==> src/rtl/assert_macros.svh <==
// Assertion macros shared by the RTL of the CAN frame text parser.
// No dependencies; included by the files that carry assertions.
`ifndef ASSERT_MACROS_SVH
`define ASSERT_MACROS_SVH

// Check a condition at every rising edge outside reset.
`define ASSERT_ALWAYS(lbl, clk, rst, cond, msg) \
   lbl: assert property (@(posedge clk) disable iff (rst) (cond)) else $error(msg);

// Check that a consequent holds in the same cycle as its antecedent.
`define ASSERT_SAME(lbl, clk, rst, ante, cons, msg) \
   lbl: assert property (@(posedge clk) disable iff (rst) (ante) |-> (cons)) else $error(msg);

// Check that a consequent holds in the cycle after its antecedent.
`define ASSERT_NEXT(lbl, clk, rst, ante, cons, msg) \
   lbl: assert property (@(posedge clk) disable iff (rst) (ante) |=> (cons)) else $error(msg);

`endif

==> src/rtl/cftp_pkg.sv <==
// Package for the CAN frame text parser: field widths, default limits and
// the upper-case hex digit decoder. No dependencies.
package cftp_pkg;

   localparam int CHAR_W      = 8;
   localparam int ID_W        = 12;
   localparam int PAYLOAD_W   = 64;
   localparam int NIBBLE_W    = 4;
   localparam int RSP_DATA_W  = ((ID_W + PAYLOAD_W + 7) / 8) * 8;

   localparam int DEF_MAX_ID_DIGITS      = 3;
   localparam int DEF_MAX_PAYLOAD_DIGITS = 16;

   localparam logic [CHAR_W-1:0] CHAR_HASH = 8'h23;

   typedef struct packed {
      logic                is_hex;
      logic [NIBBLE_W-1:0] value;
   } nibble_type;

   function automatic nibble_type hex_decode(input logic [CHAR_W-1:0] ch);
      nibble_type res;
      res.is_hex = 1'b0;
      res.value  = '0;
      case (ch) inside
         [8'h30:8'h39]: begin
            res.is_hex = 1'b1;
            res.value  = NIBBLE_W'(ch - 8'h30);
         end
         [8'h41:8'h46]: begin
            res.is_hex = 1'b1;
            res.value  = NIBBLE_W'(ch - 8'h37);
         end
         default: begin
            res.is_hex = 1'b0;
         end
      endcase
      return res;
   endfunction

endpackage

==> src/rtl/can_frame_text_parser.sv <==
// CAN frame text parser: turns ID#PAYLOAD text into identifier and payload.
// Depends on cftp_pkg and assert_macros.svh.
//
// Usage:
//   req_ channel carries one ASCII character per transaction in req_tdata,
//   with req_tlast high on the final character of a frame.
//   rsp_ channel carries one result per frame: rsp_tdata holds the 12-bit
//   identifier (bits 11:0) and the 64-bit payload (bits 75:12); rsp_tuser
//   holds the frame valid flag. Identifier and payload are zero when the
//   frame is malformed.
//   Every character is parsed in the cycle it is accepted, so one character
//   per cycle is sustained while no result waits on a low rsp_tready. The
//   result appears on rsp_ in the cycle after the final character is accepted.
//   The single result register is the only buffer: while a result waits
//   and rsp_tready is low, req_tready drops; it stays high while the
//   result is being taken in the same cycle.
//   Reset clears the parser state to the start of a frame and empties the
//   result register. Parser state also returns to the start after every
//   final character.
module can_frame_text_parser #(
   parameter int MAX_ID_DIGITS      = cftp_pkg::DEF_MAX_ID_DIGITS,
   parameter int MAX_PAYLOAD_DIGITS = cftp_pkg::DEF_MAX_PAYLOAD_DIGITS
) (
   input  logic                            clock,
   input  logic                            reset,
   input  logic                            req_tvalid,
   output logic                            req_tready,
   input  logic [cftp_pkg::CHAR_W-1:0]     req_tdata,   // [7:0] char_in
   input  logic                            req_tlast,
   output logic                            rsp_tvalid,
   input  logic                            rsp_tready,
   output logic [cftp_pkg::RSP_DATA_W-1:0] rsp_tdata,   // [11:0] frame_id, [75:12] frame_payload
   output logic [0:0]                      rsp_tuser    // [0] frame_valid
);

`include "assert_macros.svh"

   localparam int IdCntW  = $clog2(MAX_ID_DIGITS + 1);
   localparam int PayCntW = $clog2(MAX_PAYLOAD_DIGITS + 1);
   localparam int IdW     = cftp_pkg::ID_W;
   localparam int PayW    = cftp_pkg::PAYLOAD_W;
   localparam int NibW    = cftp_pkg::NIBBLE_W;

   localparam logic [1:0] PH_ID      = 2'd0;
   localparam logic [1:0] PH_PAYLOAD = 2'd1;
   localparam logic [1:0] PH_ERROR   = 2'd2;

   logic [1:0]         phase_ff, phase_in, phase_upd;
   logic [IdCntW-1:0]  id_digits_ff, id_digits_in, id_digits_upd;
   logic [IdW-1:0]     id_accum_ff, id_accum_in, id_accum_upd;
   logic [PayCntW-1:0] pay_digits_ff, pay_digits_in, pay_digits_upd;
   logic [PayW-1:0]    pay_accum_ff, pay_accum_in, pay_accum_upd;

   logic               rsp_valid_ff, rsp_valid_in;
   logic [IdW-1:0]     rsp_id_ff, rsp_id_in;
   logic [PayW-1:0]    rsp_pay_ff, rsp_pay_in;
   logic               rsp_ok_ff, rsp_ok_in;

   logic                 req_accept;
   logic                 frame_ok;
   cftp_pkg::nibble_type nib;

   assign req_tready = !rsp_valid_ff || rsp_tready;
   assign req_accept = req_tvalid && req_tready;
   assign nib        = cftp_pkg::hex_decode(req_tdata);

   always_comb begin
      phase_upd      = phase_ff;
      id_digits_upd  = id_digits_ff;
      id_accum_upd   = id_accum_ff;
      pay_digits_upd = pay_digits_ff;
      pay_accum_upd  = pay_accum_ff;
      case (phase_ff)
         PH_ID: begin
            if (nib.is_hex && (id_digits_ff < IdCntW'(MAX_ID_DIGITS))) begin
               id_accum_upd  = {id_accum_ff[IdW-NibW-1:0], nib.value};
               id_digits_upd = id_digits_ff + IdCntW'(1);
            end else if ((req_tdata == cftp_pkg::CHAR_HASH) && (id_digits_ff != '0)) begin
               phase_upd = PH_PAYLOAD;
            end else begin
               phase_upd = PH_ERROR;
            end
         end
         PH_PAYLOAD: begin
            if (nib.is_hex && (pay_digits_ff < PayCntW'(MAX_PAYLOAD_DIGITS))) begin
               pay_accum_upd  = {pay_accum_ff[PayW-NibW-1:0], nib.value};
               pay_digits_upd = pay_digits_ff + PayCntW'(1);
            end else begin
               phase_upd = PH_ERROR;
            end
         end
         default: begin
            phase_upd = PH_ERROR;
         end
      endcase

      frame_ok = (phase_upd == PH_PAYLOAD) && (pay_digits_upd >= PayCntW'(2)) &&
                 !pay_digits_upd[0];

      phase_in      = phase_ff;
      id_digits_in  = id_digits_ff;
      id_accum_in   = id_accum_ff;
      pay_digits_in = pay_digits_ff;
      pay_accum_in  = pay_accum_ff;
      rsp_valid_in  = rsp_valid_ff && !rsp_tready;
      rsp_id_in     = rsp_id_ff;
      rsp_pay_in    = rsp_pay_ff;
      rsp_ok_in     = rsp_ok_ff;

      if (req_accept) begin
         if (req_tlast) begin
            phase_in      = PH_ID;
            id_digits_in  = '0;
            id_accum_in   = '0;
            pay_digits_in = '0;
            pay_accum_in  = '0;
            rsp_valid_in  = 1'b1;
            rsp_id_in     = frame_ok ? id_accum_upd : '0;
            rsp_pay_in    = frame_ok ? pay_accum_upd : '0;
            rsp_ok_in     = frame_ok;
         end else begin
            phase_in      = phase_upd;
            id_digits_in  = id_digits_upd;
            id_accum_in   = id_accum_upd;
            pay_digits_in = pay_digits_upd;
            pay_accum_in  = pay_accum_upd;
         end
      end
   end

   always_ff @(posedge clock) begin
      if (reset) begin
         phase_ff      <= PH_ID;
         id_digits_ff  <= '0;
         id_accum_ff   <= '0;
         pay_digits_ff <= '0;
         pay_accum_ff  <= '0;
         rsp_valid_ff  <= 1'b0;
      end else begin
         phase_ff      <= phase_in;
         id_digits_ff  <= id_digits_in;
         id_accum_ff   <= id_accum_in;
         pay_digits_ff <= pay_digits_in;
         pay_accum_ff  <= pay_accum_in;
         rsp_valid_ff  <= rsp_valid_in;
      end
   end

   always_ff @(posedge clock) begin
      rsp_id_ff  <= rsp_id_in;
      rsp_pay_ff <= rsp_pay_in;
      rsp_ok_ff  <= rsp_ok_in;
   end

   assign rsp_tvalid = rsp_valid_ff;
   assign rsp_tdata  = {{(cftp_pkg::RSP_DATA_W - IdW - PayW){1'b0}}, rsp_pay_ff, rsp_id_ff};
   assign rsp_tuser  = rsp_ok_ff;

   `ASSERT_SAME(a_invalid_zero, clock, reset, rsp_valid_ff && !rsp_ok_ff, (rsp_id_ff == '0) && (rsp_pay_ff == '0), "invalid frame carries nonzero data")
   `ASSERT_NEXT(a_last_gives_rsp, clock, reset, req_accept && req_tlast, rsp_valid_ff, "final character gave no transaction")
   `ASSERT_NEXT(a_last_clears, clock, reset, req_accept && req_tlast, (phase_ff == PH_ID) && (id_digits_ff == '0) && (pay_digits_ff == '0), "state not cleared after frame")
   `ASSERT_ALWAYS(a_digit_limits, clock, reset, (id_digits_ff <= IdCntW'(MAX_ID_DIGITS)) && (pay_digits_ff <= PayCntW'(MAX_PAYLOAD_DIGITS)), "digit count beyond limit")

endmodule
==> config.mk <==
export PLATFORM = sky130hd
export DESIGN_NAME = can_frame_text_parser
export DESIGN_NICKNAME = d
export VERILOG_FILES = /design/src/rtl/cftp_pkg.sv /design/src/rtl/can_frame_text_parser.sv
export VERILOG_INCLUDE_DIRS = /design/src /design/src/rtl
export SDC_FILE = /design/constraint.sdc
export NUM_CORES = 1
export LEC_CHECK = 0
export ABC_AREA = 1
export BUFFER_PORTS_ARGS = -buffer_cell sky130_fd_sc_hd__clkbuf_2
export CORE_ASPECT_RATIO = 0.6
export CORE_MARGIN = 8
export CORE_UTILIZATION = 54
export CTS_BUF_LIST = sky130_fd_sc_hd__clkbuf_8
export DETAILED_ROUTE_END_ITERATION = 7
export GPL_TIMING_DRIVEN = 0
export HOLD_SLACK_MARGIN = 0.06
export PLACE_DENSITY_LB_ADDON = 0.05
export SETUP_SLACK_MARGIN = 0.05
export SLEW_MARGIN = 20
export SYNTH_ARGS = -nofsm -noshare
export SYNTH_HDL_FRONTEND = slang
export SYNTH_SLANG_ARGS = --single-unit
==> constraint.sdc <==
create_clock -name clock -period 5.2 [get_ports clock]
set_input_delay 0.78 -clock clock [delete_from_list [all_inputs] [get_ports clock]]
set_output_delay 0.78 -clock clock [all_outputs]
set_load 0.05 [all_outputs]
**Word-level counts from Yosys, hierarchy flattened**

Index checks and enable logic that the tools add are counted.

- Register bits: 163
- Latch bits: 0
- RAM bits: 0
- ROM bits: 0
- Logic and storage cells: 65
- Memories: 0

- Add/subtract/negate cells: 4
- $mul: 0
- Div/mod/pow operators: 0
- $lt $le $gt $ge: 7
- Equal/unequal tests: 3
- Shifts and indexed selects: 0
- Mux-type cells: 23
- Bitwise gates (word level): 0
- Reductions and logical operators: 19

Operator list:

| kind | number |
|---|---|
| $mux 64 | 3 |
| $mux 12 | 3 |
| $mux 5 | 3 |
| $mux 2 | 7 |
| $logic_and 1x1->1 | 9 |
| $eq 8x6->1 const B | 1 |
| $ge 8x6->1 const B | 1 |
| $ge 8x7->1 const B | 1 |
| $le 8x6->1 const B | 1 |
| $le 8x7->1 const B | 1 |
| $mux 4 | 2 |
| $reduce_bool 2->1 | 3 |
| $add 5x1->5 const B | 1 |
| $ge 5x2->1 const B | 1 |
| $lt 5x5->1 const B | 1 |
| $eq 2x1->1 const B | 2 |
| $mux 1 | 4 |
| $pmux 2 s2 | 1 |
| $sub 4x1->4 const B | 1 |
| $sub 4x3->4 const B | 1 |
| $logic_not 1->1 | 3 |
| $reduce_and 3->1 | 1 |
| $add 2x1->2 const B | 1 |
| $logic_not 2->1 | 1 |
| other kinds (3) | 3 |

**Logic depth before layout (Yosys ltp)**

Gate-level depths: netlist of run 1.

- Word-level depth: 10
- Depth in mapped cells: 15
- Gate-level depth less buffers: 13

**Worst setup path after synthesis of run 1**

OpenSTA, ideal clock, no wires.

- Path type: input to register
- From: input rsp_tready
- To: register rsp_id_ff[0] (enable)
- Setup time: 0.513 ns
- Data arrival time: 4.881 ns
- Slack: -0.194 ns
- Cell stages on the path: 5
- Path through: inv_1 nand2_1 nand2_1 clkbuf_1 nor2_1

- Word-level cells in the longest chain between the ends: 3

RTL lines:

| item | line | text |
|---|---|---|
| start, declared | can_frame_text_parser.sv:31 | `input logic rsp_tready,` |
| $logic_or 1x1->1 | can_frame_text_parser.sv:63 | `assign req_tready = !rsp_valid_ff \|\| rsp_tready;` |
| net req_tready | can_frame_text_parser.sv:27 | `output logic req_tready,` |
| $logic_and 1x1->1 | can_frame_text_parser.sv:64 | `assign req_accept = req_tvalid && req_tready;` |
| $reduce_and 2->1 (no line) | -- |  |
| end signal, assigned | can_frame_text_parser.sv:150 | `rsp_id_ff <= rsp_id_in;` |
| end, declared | can_frame_text_parser.sv:55 | `logic [IdW-1:0] rsp_id_ff, rsp_id_in;` |

The timed path passes the listed nets, and every way through them passes these cells.
A chain may end at the register's enable or synchronous reset.

**Worst setup path in the final report of run 1**

- From: input req_tdata[0] (netlist bit)
- To: register rsp_pay_ff[51] (data pin)

- Word-level cells in the longest chain between the ends: 10

RTL lines:

| item | line | text |
|---|---|---|
| start, declared | can_frame_text_parser.sv:28 | `input logic [cftp_pkg::CHAR_W-1:0] req_tdata,` |
| $ge 8x7->1 (not written as such) / $le 8x7->1 (equally long branches) | can_frame_text_parser.sv:65 | `assign nib = cftp_pkg::hex_decode(req_tdata);` |
| $logic_and 1x1->1 (not written as such) | can_frame_text_parser.sv:65 |  |
| $mux 1 (2 in a row) | cftp_pkg.sv:25 | `case (ch) inside` |
| $logic_and 1x1->1, on equally long branches | can_frame_text_parser.sv:85, can_frame_text_parser.sv:75 |  |
| $mux 5, or another cell as far along | can_frame_text_parser.sv:85 | `if (nib.is_hex && (pay_digits_ff < PayCntW'(MAX_PAYLOAD_DIGITS))) begin` |
| $mux 5 / $pmux 2 s2 (equally long branches) | can_frame_text_parser.sv:73 | `case (phase_ff)` |
| $ge 5x2->1 / $eq 2x1->1 (equally long branches) | can_frame_text_parser.sv:97 | `frame_ok = (phase_upd == PH_PAYLOAD) && (pay_digits_upd >= PayCntW'(2)) &&` |
| $logic_and 1x1->1 (2 in a row) | can_frame_text_parser.sv:97 |  |
| end signal, assigned | can_frame_text_parser.sv:151 | `rsp_pay_ff <= rsp_pay_in;` |
| end, declared | can_frame_text_parser.sv:56 | `logic [PayW-1:0] rsp_pay_ff, rsp_pay_in;` |

Parallel ways exist; a longest one is shown, timed or not.

==> results.yml, run 1 <==
synthesis:
  syn_area_mm2: 0.007386
  syn_avg_cell_area_um2: 8.346
  yosysWarnings: 0
  synthFlopType: "dfxtp_1"
  synthCells: 885
  async_flop_share_pct: 0
  yosysSeqAreaShare_pct: 54.62
  ys_ff_latch: 163
  ys_types: 34
  synth_enable_flop_cells: 77
global_route:
  globalRouteOverflowTotal: 0
  grt_use_total_pct: 18.28
  globalRouteMet2Util_pct: 25.76
  met3_usage_pct: 3.705
  grt.busiest_layer: "met1"
  grt_pass1_wl_um: 26650
  grt_pass1_vias: 5345
  grt_max_degree: 29
  grt_antenna_before_repair: 0
  grt_use_met1_pct: 27.64
power:
  power_frac_seq_pct: 54.4
  pwr-share-clk_pct: 37.4
  power_uw: 2509
  switching_power_uw: 661.6
  switching_share_pct: 26.36
  combPwrFrac_pct: 8.1
  leakagePower_uw: 0.003545
  irDropWorstVdd_mv: 0.1422
  internal_power_uw: 1848
  power_density_mw_per_mm2: 293.3
final_layout:
  fin_cells: 1189
  drive_above_1_share_pct: 17.85
  diodes: 0
  area_delta_synth_final_pct: 15.84
  fin_area_mm2: 0.008556
  fin_nets: 1020
die:
  rows: 33
  die_x_um: 167.0
  dieHeight_um: 106.6
  initial_core_util_pct: 54.70
  io_pins: 96
  core_area_mm2: 0.01350
  dieArea_mm2: 0.01780
drt:
  vias_per_cell: 4.935
  drtAntennaViolNets: 0
  vias: 5868
  drt_drc_violations_left: 0
  wire_per_inst_um: 13.57
  dr.first_iter.drc_count: 523
  first_pass_iters: 5
  wl_um: 16140
run:
  maxCapViolations: 0
clock_tree:
  clock_sinks: 163
  cts_tree: "done"
  htreeDepth: 4
  clock_path_buffers: 2
  cts_hold_buf: 0
  path_clk_slew_ps: 90
  clock_latency_ps: 450
  cts_buffers: 17
  post_cts_buffers: 0
  root_buffer: "clkbuf_8"
  cts_resized: 0
setup_path:
  arrival_ps: 2590
  end_kind: "flop"
  worstSetupStartpointType: "input port"
  path_class: "in2reg"
  worstPathRequired_ps: 5400
  crit_fanout: 10
placed_design:
  dp_cells: 1157
  dp_hpwl_um: 11270
  globalplace.congestion: 0.8443
  place_area_mm2: 0.008154
  port_buffers: 91
sta:
  setup_viol_count_final: 0
  hold_viol: 0
  fmax_ghz: 0.4178
  drv_slew: 0
  worst_pin_slew_ps: 579.9
  min_period_ps: 2394
  setup-tns-final_ps: 0
  maxSlewHeadroom_pct: 61.34
  rsz0062_at_grt: "no"
  finalCritPeriodShare_pct: 46.03
  finClkSkew_ps: 19.16
status:
  status: "finished clean"
hold_path:
  min_path_type: "reg2reg"
-- per-stage QoR --
step | hold WS (ps) | utilization [%] | setup slack [ps]
floorplan | 439.3 | - | 1101
global placement | 453.5 | 59.80 | 267.4
detailed placement | 455.8 | 60.39 | 2335
CTS | 468.4 | 63.37 | 2805
global route | 488.4 | 63.37 | 2650
finish | 470.0 | 63.37 | 2806
-- area by class of cell --
type                            count  area, um^2
Buffer                             51       261.5
Clock buffer                       18       247.7
Clock inverter                     14       153.9
Fill cell                        1202        4946
Inverter                          102       382.9
Multi-Input combinational cell    572        2726
Sequential cell                   163        4034
Tap cell                          175       219.0
Timing Repair Buffer               94       530.5
-- logic make-up after synthesis --
logic type	count (synthesis)	share of synthesized area (%)
compound gates	153	13.06
xor+xnor	3	0.3558
fa+ha+maj	6	1.016
buf+inv	153	8.724
flops	163	54.62
other cells	1	0.05077
simple gates	406	22.18
-- state kept, by name (all words and copies together) (netlist names) --
| register | cells |
|---|---|
| rsp_tvalid | 1 |
| id_accum_ff | 12 |
| pay_accum_ff | 64 |
| rsp_tuser | 1 |
| pay_digits_ff | 5 |
| rsp_pay_ff | 64 |
| id_digits_ff | 2 |
| phase_ff | 2 |
| rsp_id_ff | 12 |
-- critical path: stages --
cell,delay [ps]
clkbuf_2,140
inv_1,60
ha_1,210
o21bai_1,150
nand2_1,80
nand2_2,120
nand2_4,120
nand2_8,120
nand2_1,50
o21ai_1,110
nand3_1,110
nand2_2,110
buf_6,180
buf_6,190
nor2_2,50
-- synth_stat cells, types with 2 or more instances --
cell	instances	area share (%)
nor2_1	205	10
nand2_1	151	7.7
inv_1	95	4.8
dfxtp_1	86	23
edfxtp_1	77	31
o21a_1	61	6.2
o21ai_0	46	3.1
nand3_1	27	1.8
clkbuf_1	25	1.3
a21oi_1	22	1.5
buf_2	11	0.75
o21ai_1	11	0.75
o21ai_2	11	1.3
nor2_2	10	0.85
ha_1	6	1.0
inv_2	6	0.30
buf_1	5	0.25
buf_4	5	0.51
buf_6	5	0.76
or2_2	3	0.25
nand2_2	2	0.17
nor3_1	2	0.14
xor2_1	2	0.24
-- path summary, 6_finish.rpt --
| path | start | end | slack [ps] | cells past startpoint |
|---|---|---|---|---|
| worst max-delay path | req_tdata[0] | rsp_pay_ff[51] | 2810 | 15 |
| worst min-delay path | id_accum_ff[11] | id_accum_ff[11] | 470 | 2 |
| worst min register to register | id_accum_ff[11] | id_accum_ff[11] | 470 | 2 |
| worst max register to register | rsp_tvalid | rsp_pay_ff[63] | 3220 | 6 |
-- power by group through the flow --
stage	Clock [uW]	Sequential (uW)	Combinational [uW]
2_1_floorplan	0	1470	72.1
6_report	939	1370	204
3_5_place_dp	0	1400	205
3_3_place_gp	0	1400	196
4_1_cts	954	1370	206
5_1_grt	1000	1370	220
-- layout by cell type, fill, tap and decap left out, drive strengths merged --
cell type	netlist	final
o21bai	1	1
clkbuf	25	134
o21a	61	61
xnor2	1	1
nor3b	1	1
inv	101	109
clkinv	1	2
a211oi	1	1
nand3b	1	1
ha	6	6
nand2	155	155
xor2	2	2
dfxtp	86	86
o21ai	68	68
a21oi	22	22
or2	3	3
clkinvlp	0	3
buf	26	29
bufinv	0	2
conb	1	4
nor2	215	215
nor3	2	2
edfxtp	77	77
nand3	28	28
nand4	1	1
-- per-layer routing --
metal	up-vias	wire, um	share of wire (%)
li1	3039	-	-
met1	2677	8544	53
met2	138	6578	41
met3	14	861	5.3
met4	0	150	0.93
met5	-	0	0
Power figures use the tool's default switching activity.
==> run 2, diff against run 1 <==
- CORE_UTILIZATION: 54 -> 60
- clock period: 5.2 -> 2.4 ns (I/O delays scaled with it)
==> run 2 against run 1 <==
Sequential share of layout area grew 0.13 points. Clock-buffer cell count shrank 1. Non-clock buffer count shrank 1. Total power grew 120%. Cell count shrank 1.0%. Worst hold slack lost 350 ps. Die area shrank 8.8%. Routed wire length grew 1.3%. Register-to-register slack lost 2800 ps. Flip-flop and latch count is the same. Setup slack lost 2400 ps. First-iteration DRC count shrank 20%. Critical path type is now reg2reg. Critical endpoint unchanged. Largest cell class unchanged.
==> results.yml, run 2 (synthesized netlist as in run 1, its figures left out) <==
clock_tree:
  path_clk_slew_ps: 90
  clock_latency_ps: 460
  post_cts_buffers: 0
  cts_hold_buf: 0
  clock_path_buffers: 2
  htreeDepth: 4
  clock_sinks: 163
  cts_tree: "done"
  cts_buffers: 17
  cts_resized: 0
  root_buffer: "clkbuf_8"
final_layout:
  area_delta_synth_final_pct: 15.62
  seq_area_mm2: 0.004038
  reg_top3: "pay_accum_ff: 64 flops, rsp_pay_ff: 64 flops"
  utilization_pct: 71.02
  fin_nets: 1019
  fillCellCount: 982
  final_cell_mix: "nor2_1, nand2_1, inv_1"
  drive_above_1_share_pct: 17.98
  diodes: 0
  multi_input_area_mm2: 0.002750
  final_common_cell: "nor2_1"
placed_design:
  pre_cts_ws_ps: -55.09
  globalplace.congestion: 0.8159
  port_buffers: 91
  dp_hpwl_um: 11590
global_route:
  grt_use_total_pct: 20.78
  grt_antenna_before_repair: 0
  grt_max_degree: 30
  globalRouteOverflowTotal: 0
  grt_pass1_vias: 5551
  grt_pass1_wl_um: 27050
sta:
  drv_slew: 0
  maxSlewHeadroom_pct: 44.54
  rsz0062_at_grt: "no"
  worst_pin_slew_ps: 829.9
  setup_viol_count_final: 0
  setup_ws_ps: 397.6
  finClkSkew_ps: 15.59
  fmax_ghz: 0.4994
  min_period_ps: 2002
  hold_viol: 0
  finalCritPeriodShare_pct: 83.43
hold_path:
  min_path_cells: 2
  holdCritStartpoint: "reset"
  hold_end: "id_accum_ff[0]"
  min_path_type: "in2reg"
drt:
  wire_per_inst_um: 13.88
  drt_drc_violations_left: 0
  drtAntennaViolNets: 0
  wl_um: 16340
  dr.first_iter.drc_count: 416
  first_pass_iters: 6
  vias_per_cell: 5.015
  vias: 5903
power:
  irDropWorstVdd_mv: 0.4104
  leakagePower_uw: 0.003538
  power_density_mw_per_mm2: 636.8
setup_path:
  arrival_ps: 2220
  crit_fanout: 10
  path_class: "reg2reg"
  worstSetupStartpointType: "flop"
  end_kind: "flop"
  worstPathRequired_ps: 2620
  regToRegStartpoint: "pay_digits_ff[4]"
  worst_r2r_path_depth: 10
  rrSetupSlack_ps: 400
  worstReg2RegEnd: "rsp_pay_ff[51]"
die:
  io_pins: 96
  rows: 31
  core_area_mm2: 0.01202
  dieHeight_um: 101.9
  dieArea_mm2: 0.01623
  die_x_um: 159.2
  initial_core_util_pct: 61.43
run:
  maxCapViolations: 0
status:
  status: "finished clean"
-- run 2: cell count changes in the layout (fill, tap and decap cells not counted), sizes merged --
cell	before	now
clkinvlp	3	2
bufinv	2	3
clkinv	2	6
inv	109	105
clkbuf	134	133
buf	29	28
-- run 2: worst max path at each step --
stage                           to  cells past startpoint  slack [ps]        startpoint
detailed placement  rsp_pay_ff[51]                     15         -60      req_tdata[0]
global placement    rsp_pay_ff[25]                      6        -550        rsp_tready
floorplan             rsp_id_ff[0]                      5          20        rsp_tready
finish              rsp_pay_ff[51]                     10         400  pay_digits_ff[4]
CTS                 rsp_pay_ff[14]                      5         400        rsp_tvalid
global route        rsp_pay_ff[46]                     10         220  pay_digits_ff[4]
-- run 2: per-layer routing --
layer / track usage (%) / part of all wire [%] / vias up
li1: - / - / 3037
met1: 29.36 / 49 / 2677
met2: 31.08 / 42 / 173
met3: 5.068 / 7.3 / 16
met4: 6.633 / 1.0 / 0
met5: 0 / 0 / -
-- run 2: worst max-delay path: stages (launching register included) --
cell and delay, ps:
dfxtp_1 320, inv_2 100, nand2_1 60, nor2_1 270, nand2_8 120, o21ai_1 220, nand3_1 120, nand2_2 120
buf_6 190, buf_6 190, nor2_2 50
-- run 2: stage by stage --
stage          hold slack [ps]  TNS, ps  std cells  cell area [um^2]  power [uW]
4_1_cts                  101.8        0       1177              8539        5454
6_report                 117.5        0       1177              8539        5438
5_1_grt                  122.9        0       1177              8539        5604
3_3_place_gp             450.8   -42640       1144              8104        3458
2_1_floorplan            429.1        0        888              7442        3345
3_5_place_dp             455.4   -701.2       1146              8144        3468
-- run 2: power by group --
group | internal [uW] | switching [uW] | leakage [uW]
Combinational | 85.3 | 358 | 0.00190
Clock | 1020 | 1020 | 0.000199
Sequential | 2940 | 15.3 | 0.00144
-- run 2: final cells by class --
class                   count  area share (%)
flip-flops and latches    163           47.28
clock buffers              17           2.740
inverters                 102           4.484
clock inverters            14           1.890
repair buffers             93           5.802
well taps                 165           2.418
plain buffers              51           3.179
multi-input cells         572           32.21
